==> config.mk <==
export PLATFORM = sky130hd
export DESIGN_NAME = sorted_priority_queue_unit
export DESIGN_NICKNAME = d
export VERILOG_FILES = /design/src/rtl/spq_pkg.sv /design/src/rtl/spq_cell.sv /design/src/rtl/sorted_priority_queue_unit.sv
export SDC_FILE = /design/constraint.sdc
export NUM_CORES = 1
export LEC_CHECK = 0
export CORE_UTILIZATION = 60
export CTS_CLUSTER_SIZE = 14
export DETAILED_ROUTE_END_ITERATION = 12
export DONT_BUFFER_PORTS = 1
export GPL_ROUTABILITY_DRIVEN = 0
export GPL_TIMING_DRIVEN = 0
export PLACE_DENSITY = 0.8
export SYNTH_ARGS = -nofsm -noshare
export SYNTH_HDL_FRONTEND = slang
export SYNTH_SLANG_ARGS = --single-unit
export TNS_END_PERCENT = 100
==> constraint.sdc <==
create_clock -name clk -period 8.5 [get_ports clk]
set_input_delay 0.85 -clock clk [delete_from_list [all_inputs] [get_ports clk]]
set_output_delay 0.85 -clock clk [all_outputs]
set_load 0.01 [all_outputs]
==> src/rtl/spq_pkg.sv <==
package spq_pkg;

    localparam int KEY_W     = 8;
    localparam int ID_W      = 16;
    localparam int STATUS_W  = 2;
    localparam int FILL_W    = 5;
    localparam int DEPTH_DEF = 16;

    // Command codes
    localparam logic CMD_INSERT = 1'b0;
    localparam logic CMD_REMOVE = 1'b1;

    // Status codes
    localparam logic [STATUS_W-1:0] STAT_DONE  = 2'd0;
    localparam logic [STATUS_W-1:0] STAT_FULL  = 2'd1;
    localparam logic [STATUS_W-1:0] STAT_EMPTY = 2'd2;

    typedef struct packed {
        logic             cmd;
        logic [ID_W-1:0]  item_id;
        logic [KEY_W-1:0] prio_key;
    } in_beat_t;

    typedef struct packed {
        logic [STATUS_W-1:0] status;
        logic [ID_W-1:0]     out_id;
        logic [KEY_W-1:0]    out_key;
        logic [FILL_W-1:0]   fill_count;
    } out_beat_t;

    // One queue slot
    typedef struct packed {
        logic [KEY_W-1:0] key;
        logic [ID_W-1:0]  id;
    } entry_t;

    // Broadcast from the top level to every cell
    typedef struct packed {
        logic             ins;
        logic             rem;
        logic [KEY_W-1:0] key;
        logic [ID_W-1:0]  id;
    } cell_ctrl_t;

endpackage

==> src/rtl/spq_cell.sv <==
module spq_cell #(
    parameter int IDX   = 0,
    parameter int CNT_W = 5
) (
    input  logic               clk,
    input  spq_pkg::cell_ctrl_t ctrl,
    input  logic [CNT_W-1:0]   count,
    input  spq_pkg::entry_t    left_entry,
    input  logic               left_gt,
    input  spq_pkg::entry_t    right_entry,
    output spq_pkg::entry_t    entry,
    output logic               gt
);

    spq_pkg::entry_t entry_reg;
    spq_pkg::entry_t entry_next;
    logic            occupied;
    logic            at_tail;
    logic            moves;

    // Slot is live below the count; the first free slot is the tail
    assign occupied = count > CNT_W'(IDX);
    assign at_tail  = count == CNT_W'(IDX);
    assign gt       = occupied && (entry_reg.key > ctrl.key);
    assign moves    = gt || at_tail;

    // Insert: shift right past larger keys, or take the new beat at its slot.
    // Remove: pull from the right neighbor.
    always_comb
    begin
        entry_next = entry_reg;
        if (ctrl.ins && moves)
        begin
            if (left_gt)
            begin
                entry_next = left_entry;
            end
            else
            begin
                entry_next.key = ctrl.key;
                entry_next.id  = ctrl.id;
            end
        end
        else if (ctrl.rem)
        begin
            entry_next = right_entry;
        end
    end

    always_ff @(posedge clk)
    begin
        entry_reg <= entry_next;
    end

    assign entry = entry_reg;

endmodule

==> src/rtl/sorted_priority_queue_unit.sv <==
// Channel | Direction | Payload            | Handshake
// in      | input     | spq_pkg::in_beat_t  | in_valid / in_ready
// out     | output    | spq_pkg::out_beat_t | out_valid / out_ready
//
// For each beat, every cell compares its key with the broadcast key and
// shifts in the same cycle, and the result lands in the output register.
// A new beat is taken whenever the output register is empty or being drained.
// rst_n clears the entry count and the output valid; cell contents need no reset.
// A stall on out holds the result and stops input until it drains.
module sorted_priority_queue_unit #(
    parameter int QUEUE_DEPTH = spq_pkg::DEPTH_DEF
) (
    input  logic               clk,
    input  logic               rst_n,
    input  logic               in_valid,
    output logic               in_ready,
    input  spq_pkg::in_beat_t  in_data,
    output logic               out_valid,
    input  logic               out_ready,
    output spq_pkg::out_beat_t out_data
);

    localparam int CNT_W = $clog2(QUEUE_DEPTH + 1);

    logic [CNT_W-1:0]    count_reg;
    logic [CNT_W-1:0]    count_next;
    logic                out_valid_reg;
    spq_pkg::out_beat_t  out_data_reg;
    spq_pkg::out_beat_t  out_data_next;
    spq_pkg::cell_ctrl_t ctrl;
    spq_pkg::entry_t     cell_entry [QUEUE_DEPTH];
    logic                cell_gt    [QUEUE_DEPTH];
    logic                accept;
    logic                full;
    logic                empty;

    assign in_ready = !out_valid_reg || out_ready;
    assign accept   = in_valid && in_ready;
    assign full     = count_reg == CNT_W'(QUEUE_DEPTH);
    assign empty    = count_reg == '0;

    // Broadcast command to the row
    assign ctrl.ins = accept && (in_data.cmd == spq_pkg::CMD_INSERT) && !full;
    assign ctrl.rem = accept && (in_data.cmd == spq_pkg::CMD_REMOVE) && !empty;
    assign ctrl.key = in_data.prio_key;
    assign ctrl.id  = in_data.item_id;

    // Row of cells, head at index zero
    for (genvar i = 0; i < QUEUE_DEPTH; i++)
    begin : g_cell
        spq_pkg::entry_t left_entry;
        spq_pkg::entry_t right_entry;
        logic            left_gt;

        if (i == 0)
        begin : g_head
            assign left_entry = '0;
            assign left_gt    = 1'b0;
        end
        else
        begin : g_body
            assign left_entry = cell_entry[i-1];
            assign left_gt    = cell_gt[i-1];
        end

        if (i == QUEUE_DEPTH - 1)
        begin : g_tail
            assign right_entry = '0;
        end
        else
        begin : g_inner
            assign right_entry = cell_entry[i+1];
        end

        spq_cell #(
            .IDX   (i),
            .CNT_W (CNT_W)
        ) u_cell (
            .clk         (clk),
            .ctrl        (ctrl),
            .count       (count_reg),
            .left_entry  (left_entry),
            .left_gt     (left_gt),
            .right_entry (right_entry),
            .entry       (cell_entry[i]),
            .gt          (cell_gt[i])
        );
    end

    // Build the result beat
    always_comb
    begin
        count_next               = count_reg;
        out_data_next.status     = spq_pkg::STAT_DONE;
        out_data_next.out_id     = '0;
        out_data_next.out_key    = '0;
        if (in_data.cmd == spq_pkg::CMD_INSERT)
        begin
            if (full)
            begin
                out_data_next.status = spq_pkg::STAT_FULL;
            end
            else
            begin
                count_next = count_reg + CNT_W'(1);
            end
        end
        else
        begin
            if (empty)
            begin
                out_data_next.status = spq_pkg::STAT_EMPTY;
            end
            else
            begin
                count_next            = count_reg - CNT_W'(1);
                out_data_next.out_id  = cell_entry[0].id;
                out_data_next.out_key = cell_entry[0].key;
            end
        end
        out_data_next.fill_count = spq_pkg::FILL_W'(count_next);
    end

    // Advance count and output valid
    always_ff @(posedge clk or negedge rst_n)
    begin
        if (!rst_n)
        begin
            count_reg     <= '0;
            out_valid_reg <= 1'b0;
        end
        else
        begin
            if (accept)
            begin
                count_reg     <= count_next;
                out_valid_reg <= 1'b1;
            end
            else if (out_ready)
            begin
                out_valid_reg <= 1'b0;
            end
        end
    end

    // Hold the result beat until taken
    always_ff @(posedge clk)
    begin
        if (accept)
        begin
            out_data_reg <= out_data_next;
        end
    end

    assign out_valid = out_valid_reg;
    assign out_data  = out_data_reg;

endmodule

Yosys cells after proc, flatten, opt, wreduce, memory -nomap -nowiden --
Cells that the tools add are included.
Operators by class: $add $sub $neg 2, $lt $le $gt $ge 32, eq/ne operators 16, mux-type cells 55, bitwise operators 1, reductions and logical operators 76
Operators by type and width (number):
- $mux 24 | 47
- $gt 8x8->1 | 16
- $eq 5x4->1 const B | 8
- $gt 5x4->1 const B | 8
- $logic_and 1x1->1 | 37
- $reduce_bool 2->1 | 17
- $eq 5x3->1 const B | 4
- $gt 5x3->1 const B | 4
- $logic_or 1x1->1 | 17
- $mux 5 | 3
- $eq 5x2->1 const B | 2
- $gt 5x1->1 const B | 2
- $gt 5x2->1 const B | 2
- $add 5x1->5 const B | 1
- $eq 5x1->1 const B | 1
- $eq 5x5->1 const B | 1
- $logic_not 5->1 | 1
- $sub 5x1->5 const B | 1
- $mux 2 | 2
- $logic_not 1->1 | 3
- $mux 1 | 3
- $reduce_or 2->1 | 1
- $not 1->1 | 1
Storage, ports and cells: bits in registers 421, input bits 29, output and inout port bits 33

Logic depth before layout (Yosys ltp) --
depth in word-level cells 7, depth in mapped cells 11

Modules after synthesis --
From an unflattened synthesis, not the netlist that was laid out.
Unflattened totals: cells, all modules 2035, area total of the unflattened synthesis 27326.2 sq um
Modules (own cells, without submodules):
- spq_cell (g_cell[5].u_cell ...) | instances 2, cells an instance 119, area an instance 1614.0 sq um, seq. area each 720.7 sq um
- spq_cell (g_cell[11].u_cell ...) | instances 2, cells an instance 119, area an instance 1544.0 sq um, seq. area each 720.7 sq um
- spq_cell (g_cell[15].u_cell ...) | instances 2, cells an instance 118, area an instance 1539.0 sq um, seq. area each 720.7 sq um
- spq_cell (g_cell[12].u_cell) | instances 1, cells an instance 120, area an instance 1689.1 sq um, seq. area each 720.7 sq um
- sorted_priority_queue_unit | instances 1, cells an instance 126, area an instance 1676.6 sq um, seq. area each 1081.0 sq um
- spq_cell (g_cell[2].u_cell) | instances 1, cells an instance 121, area an instance 1659.1 sq um, seq. area each 720.7 sq um
- spq_cell (g_cell[0].u_cell) | instances 1, cells an instance 119, area an instance 1644.1 sq um, seq. area each 720.7 sq um
- spq_cell (g_cell[10].u_cell) | instances 1, cells an instance 120, area an instance 1637.8 sq um, seq. area each 720.7 sq um
- spq_cell (g_cell[1].u_cell) | instances 1, cells an instance 117, area an instance 1637.8 sq um, seq. area each 720.7 sq um
- spq_cell (g_cell[14].u_cell) | instances 1, cells an instance 123, area an instance 1636.6 sq um, seq. area each 720.7 sq um
- spq_cell (g_cell[4].u_cell) | instances 1, cells an instance 119, area an instance 1629.1 sq um, seq. area each 720.7 sq um
- spq_cell (g_cell[6].u_cell) | instances 1, cells an instance 120, area an instance 1629.1 sq um, seq. area each 720.7 sq um
- spq_cell (g_cell[8].u_cell) | instances 1, cells an instance 120, area an instance 1555.2 sq um, seq. area each 720.7 sq um
- spq_cell (g_cell[7].u_cell) | instances 1, cells an instance 118, area an instance 1537.7 sq um, seq. area each 720.7 sq um

Worst setup path before layout --
OpenSTA, ideal clock, no wires.
path type input port to flip-flop, from input out_ready, to register g_cell[1].u_cell.entry_reg (netlist bit g_cell[1].u_cell.entry[0]) (enable), setup time 0.384 ns, data arrival time 3.873 ns, required time 8.116 ns, setup slack 4.243 ns, stages 7, cells stage by stage nand2b_1 -> and2_1 -> clkbuf_1 -> nand2_2 -> a21oi_2 -> buf_2 -> nand2b_1
On the way: longest elaborated chain between the ends 6, elaborated cells between the ends (all ways) 8, those cells by class reduce/logical: 8
RTL lines:
- start: declaration | line sorted_priority_queue_unit.sv:19 | input logic out_ready,
- $logic_or 1x1->1 (*) | line sorted_priority_queue_unit.sv:37 | assign in_ready = !out_valid_reg || out_ready;
- $logic_and 1x1->1 (*) | line sorted_priority_queue_unit.sv:38 | assign accept = in_valid && in_ready;
- net accept | line sorted_priority_queue_unit.sv:33 | logic accept;
- $logic_and 1x1->1 (2 in a row) | line sorted_priority_queue_unit.sv:43 | assign ctrl.ins = accept && (in_data.cmd == spq_pkg::CMD_INSERT) && !full;
- $logic_and 1x1->1 | line spq_cell.sv:32 | if (ctrl.ins && moves)
- $reduce_bool 2->1 (no source line) (*)
- end signal: assignment | line spq_cell.sv:52 | entry_reg <= entry_next;
- end: declaration | line spq_cell.sv:15 | spq_pkg::entry_t entry_reg;
The timed path passes the listed nets; every way through them passes the cells marked *. A chain may end at the register's enable or synchronous reset.

Worst setup path after layout --
from input in_data[2] (netlist name), to register g_cell[3].u_cell.entry_reg (netlist bit g_cell[3].u_cell.entry[10]) (enable)
On the way: longest elaborated chain between the ends 5
RTL lines:
- start: declaration | line sorted_priority_queue_unit.sv:17 | input spq_pkg::in_beat_t in_data,
- $gt 8x8->1 | line spq_cell.sv:24 | assign gt = occupied && (entry_reg.key > ctrl.key);
- $logic_and 1x1->1 | line spq_cell.sv:24
- $logic_or 1x1->1 | line spq_cell.sv:25 | assign moves = gt || at_tail;
- $logic_and 1x1->1 | line spq_cell.sv:32
- $reduce_bool 2->1 (no source line)
- end signal: assignment | line spq_cell.sv:52
- end: declaration | line spq_cell.sv:15
Every way passes these cells.

==> run_results.csv <==
group,metric,value,unit
worst_setup_path,critical_path_depth,9,
cells_and_area,n_fill_cell,2896,
die,coreArea,40700,sq um
die,initial_utilization,60.7,%
min_path,hp-class,"primary input to flop",
sta,fin_crit_sh,53.6,%
cells_and_area,syn2layout_area_growth,8.52,%
sta,fmax,219,MHz
sta,timing.final.hold_violations,0,
grt,grt_pass1_vias,16100,
cts,clockBufferDepth,3,
pwr,internal_power,4.65,mW
routing,detail-route-antenna-nets,0,
logic_synthesis,synth-simple-area-share,6.40,%
pwr,irDropWorstVdd,147,uV
cts,tritoncts,"done",
worst_setup_path,cp_slowest_cell,"inv_1",
placed_design,hpwl,45100,um
cells_and_area,diodes,0,
job,drv_cap,0,
sta,rsz0062_at_grt,"no",
worst_setup_path,path_class,"primary input to flop",
routing,num_vias,16000,
logic_synthesis,syn_nets,2108,
cts,post_cts_buffers,0,
min_path,min_from,"in_valid",
cells_and_area,nets,2157,
sta,whs,0.379,ns
cts,numCtsBuffers,45,
grt,gr-usage-met1,35.6,%
die,die_x,205,um
pwr,powerDensity,251,nW/um^2
logic_synthesis,seq_area_frac_synth,51.0,%
worst_setup_path,endpoint_kind,"flop",
cells_and_area,final_util,65.9,%
min_path,hold_path_depth,1,
sta,worst_pin_slew,1.22,ns
worst_setup_path,cp.required,8.60,ns
cells_and_area,layout-drive-gt1-share,27.9,%
logic_synthesis,synth_area,24700,sq um
worst_setup_path,path_delay_family,"buffers and inverters",
sta,skew,0.0226,ns
worst_setup_path,worstPathArrival,4.65,ns
logic_synthesis,synthDistinctLibCells,59,
worst_setup_path,cp.buffers_inverters,3,
grt,gr-usage-met2,47.9,%
cells_and_area,multi_input_area,11400,sq um
die,ios,62,
worst_setup_path,r2r_start,"count_reg[0]",
logic_synthesis,synth_ff_type,"edfxtp_1",
cells_and_area,largest_reg_flops,384,
cts,cts_root_buffer,"clkbuf_16",
grt,grt_max_degree,39,
routing,drtIter0Drc,1385,
cts,path_clk_slew,0.06,ns
grt,grt.busiest_layer,"met2",
cells_and_area,ff_latch_area,12600,sq um
logic_synthesis,ys_ff_latch,421,
logic_synthesis,synth_top_family_by_area,"multiplexers",
sta,drv_slew,0,
pwr,seqPwrFrac,41.9,%
pwr,netSwitchingFraction,31.0,%
worst_setup_path,crit_top_cell,"a211oi_1",
grt,grtUsageMet3,3.80,%
worst_setup_path,critPathMaxStageDelay,0.69,ns
worst_setup_path,cp_max_fo,24,
sta,post-route-min-period,4.56,ns
sta,setup_tns,0,ns
cells_and_area,fin_cells,2560,
die,die_y,205,um
worst_setup_path,cp-start-kind,"primary input",
pwr,p_clk_share,28.5,%
worst_setup_path,r2r_cells,10,
placed_design,placed_cells,2478,
logic_synthesis,synth_fa_ha_area_share,6.77,%
worst_setup_path,crit_start,"in_data[2]",
logic_synthesis,async_flop_share,1.43,%
logic_synthesis,synthCells,1945,
grt,grt_use_total,27.9,%
die,std_cell_rows,74,
worst_setup_path,crit_chain,"inv_1 -> ha_1 -> and4b_1 -> a211oi_1 -> a211oi_1 -> o21ai_0 -> clkbuf_1 -> buf_2 -> nand2_1",
sta,slew_headroom,18.6,%
routing,routed_wl,58400,um
pwr,netSwitchingPower,2.09,mW
run_status,status,"finished clean",
die,die_area,42100,sq um
grt,grt_pass1_wl,90400,um
logic_synthesis,syn_avg_cell_area,12.7,sq um
logic_synthesis,synth_xor_area_share,0.0708,%
logic_synthesis,yosys-mux-area-fraction,25.2,%
pwr,p_leak,10.2,nW
cts,htreeDepth,2,
routing,drc_errors,0,
routing,avgRoutedWirePerCell,22.8,um
routing,dr.pass1.iters,5,
logic_synthesis,synth_compound_area_share,7.65,%
grt,gr-total-overflow,0,
cts,clk_latency,0.58,ns
logic_synthesis,synth_warnings,0,
placed_design,port_buffers,0,
routing,vias_per_cell,6.25,
logic_synthesis,synth_edf_count,415,
grt,grt_antenna_before_repair,0,
cts,cts_sinks,421,
sta,finalSetupViolations,0,
pwr,share_comb_of_total_power,29.6,%
## per-layer routing
metal,wire length [um],up-vias,share of wire [%]
met4,2070,0,3.5
met1,24400,7810,42
met5,0,-,0
met2,28800,532,49
met3,3130,144,5.4
li1,-,7511,-
## synth_stat cells (all sizes together) (3+ instances only)
library cell  instances  area (sq um)
and4                  3          26.3
mux2i               162          1620
and4b                 3          30.0
a21oi               116           614
inv                  38           143
clkbuf               58           218
o211a                 4          40.0
a41oi                 3          26.3
o21ai               117           601
ha                  134          1680
o211ai                7          52.6
nand3                 9          45.0
nand2b               14          87.6
o21bai                5          41.3
nor2b                 7          43.8
mux2                409          4610
a41o                  3          30.0
a211o                 4          35.0
buf                  67           375
o21a                  9          67.6
a211oi               15           118
a21o                  8          60.1
and2                  7          43.8
edfxtp              415         12500
and3                 29           181
nand2               114           433
nand4                26           163
a31oi                 3          25.0
o2bb2ai               3          26.3
dfrtp                 6           150
o31ai                 4          58.8
nor2                122           463
## power groups by stage
stage | logic [mW] | registers (mW) | clock network, mW
finish | 2.00 | 2.82 | 1.92
floorplan | 1.51 | 2.80 | 0
global placement | 1.88 | 2.84 | 0
global route | 2.16 | 2.85 | 2.00
detailed placement | 1.96 | 2.86 | 0
CTS | 1.97 | 2.82 | 1.93
## layout by cell type (no fill, tap or decap), drive strengths merged, types with 3 or more instances in the layout
master,Yosys,final
o211ai,7,7
and4b,3,3
o21bai,5,5
edfxtp,415,415
clkinv,0,16
buf,67,68
clkbuf,58,119
and3,29,29
nand3,9,9
o21a,9,9
a211oi,15,15
ha,134,134
o31ai,4,4
mux2,409,409
dfrtp,6,6
nand2b,14,14
nand2,114,114
nor2,122,122
a41oi,3,3
o211a,4,4
a41o,3,3
o21ai,117,117
inv,38,39
a21oi,116,116
nor2b,7,7
bufinv,0,3
and2,7,7
mux2i,162,162
a21o,8,8
o2bb2ai,3,3
a31oi,3,3
and4,3,3
a211o,4,4
nand4,26,26
## what timing repair did
item,4_1_cts,5_1_grt
gates resized for setup,0,0
hold buffers,1,0
hold endpoints to repair,6,0
## stage by stage
stage	setup slack (ns)	area [sq um]	total power [mW]
floorplan	4.24	24700	4.31
global route	3.71	26900	7.01
finish	3.94	26900	6.74
global placement	3.03	25400	4.73
CTS	4.01	26900	6.72
detailed placement	3.44	25400	4.81
## final timing paths
check / to / slack (ns)
setup / recovery: g_cell[3].u_cell.entry[10] / 3.94
hold / removal: out_valid / 0.38
setup reg to reg: g_cell[2].u_cell.entry[17] / 4.34
hold reg to reg: g_cell[7].u_cell.entry[12] / 0.54
max in group asynchronous: count_reg[1] / 7.68
min in group asynchronous: count_reg[0] / 0.59
## area by class of cell
cell class | count | area share (%)
Tap cell | 532 | 2.48
Inverter | 38 | 0.531
Clock inverter | 20 | 0.722
Multi-Input combinational cell | 1361 | 42.4
Timing Repair Buffer | 2 | 0.112
Buffer | 125 | 2.21
Sequential cell | 421 | 47.0
Clock buffer | 61 | 4.53
## cells by family after synthesis
group,Yosys count
mux,571
xor+xnor,2
fa+ha+maj,134
flops,421
compound gates,312
buf+inv,163
simple gates,342
(Power assumes the default switching activity.)
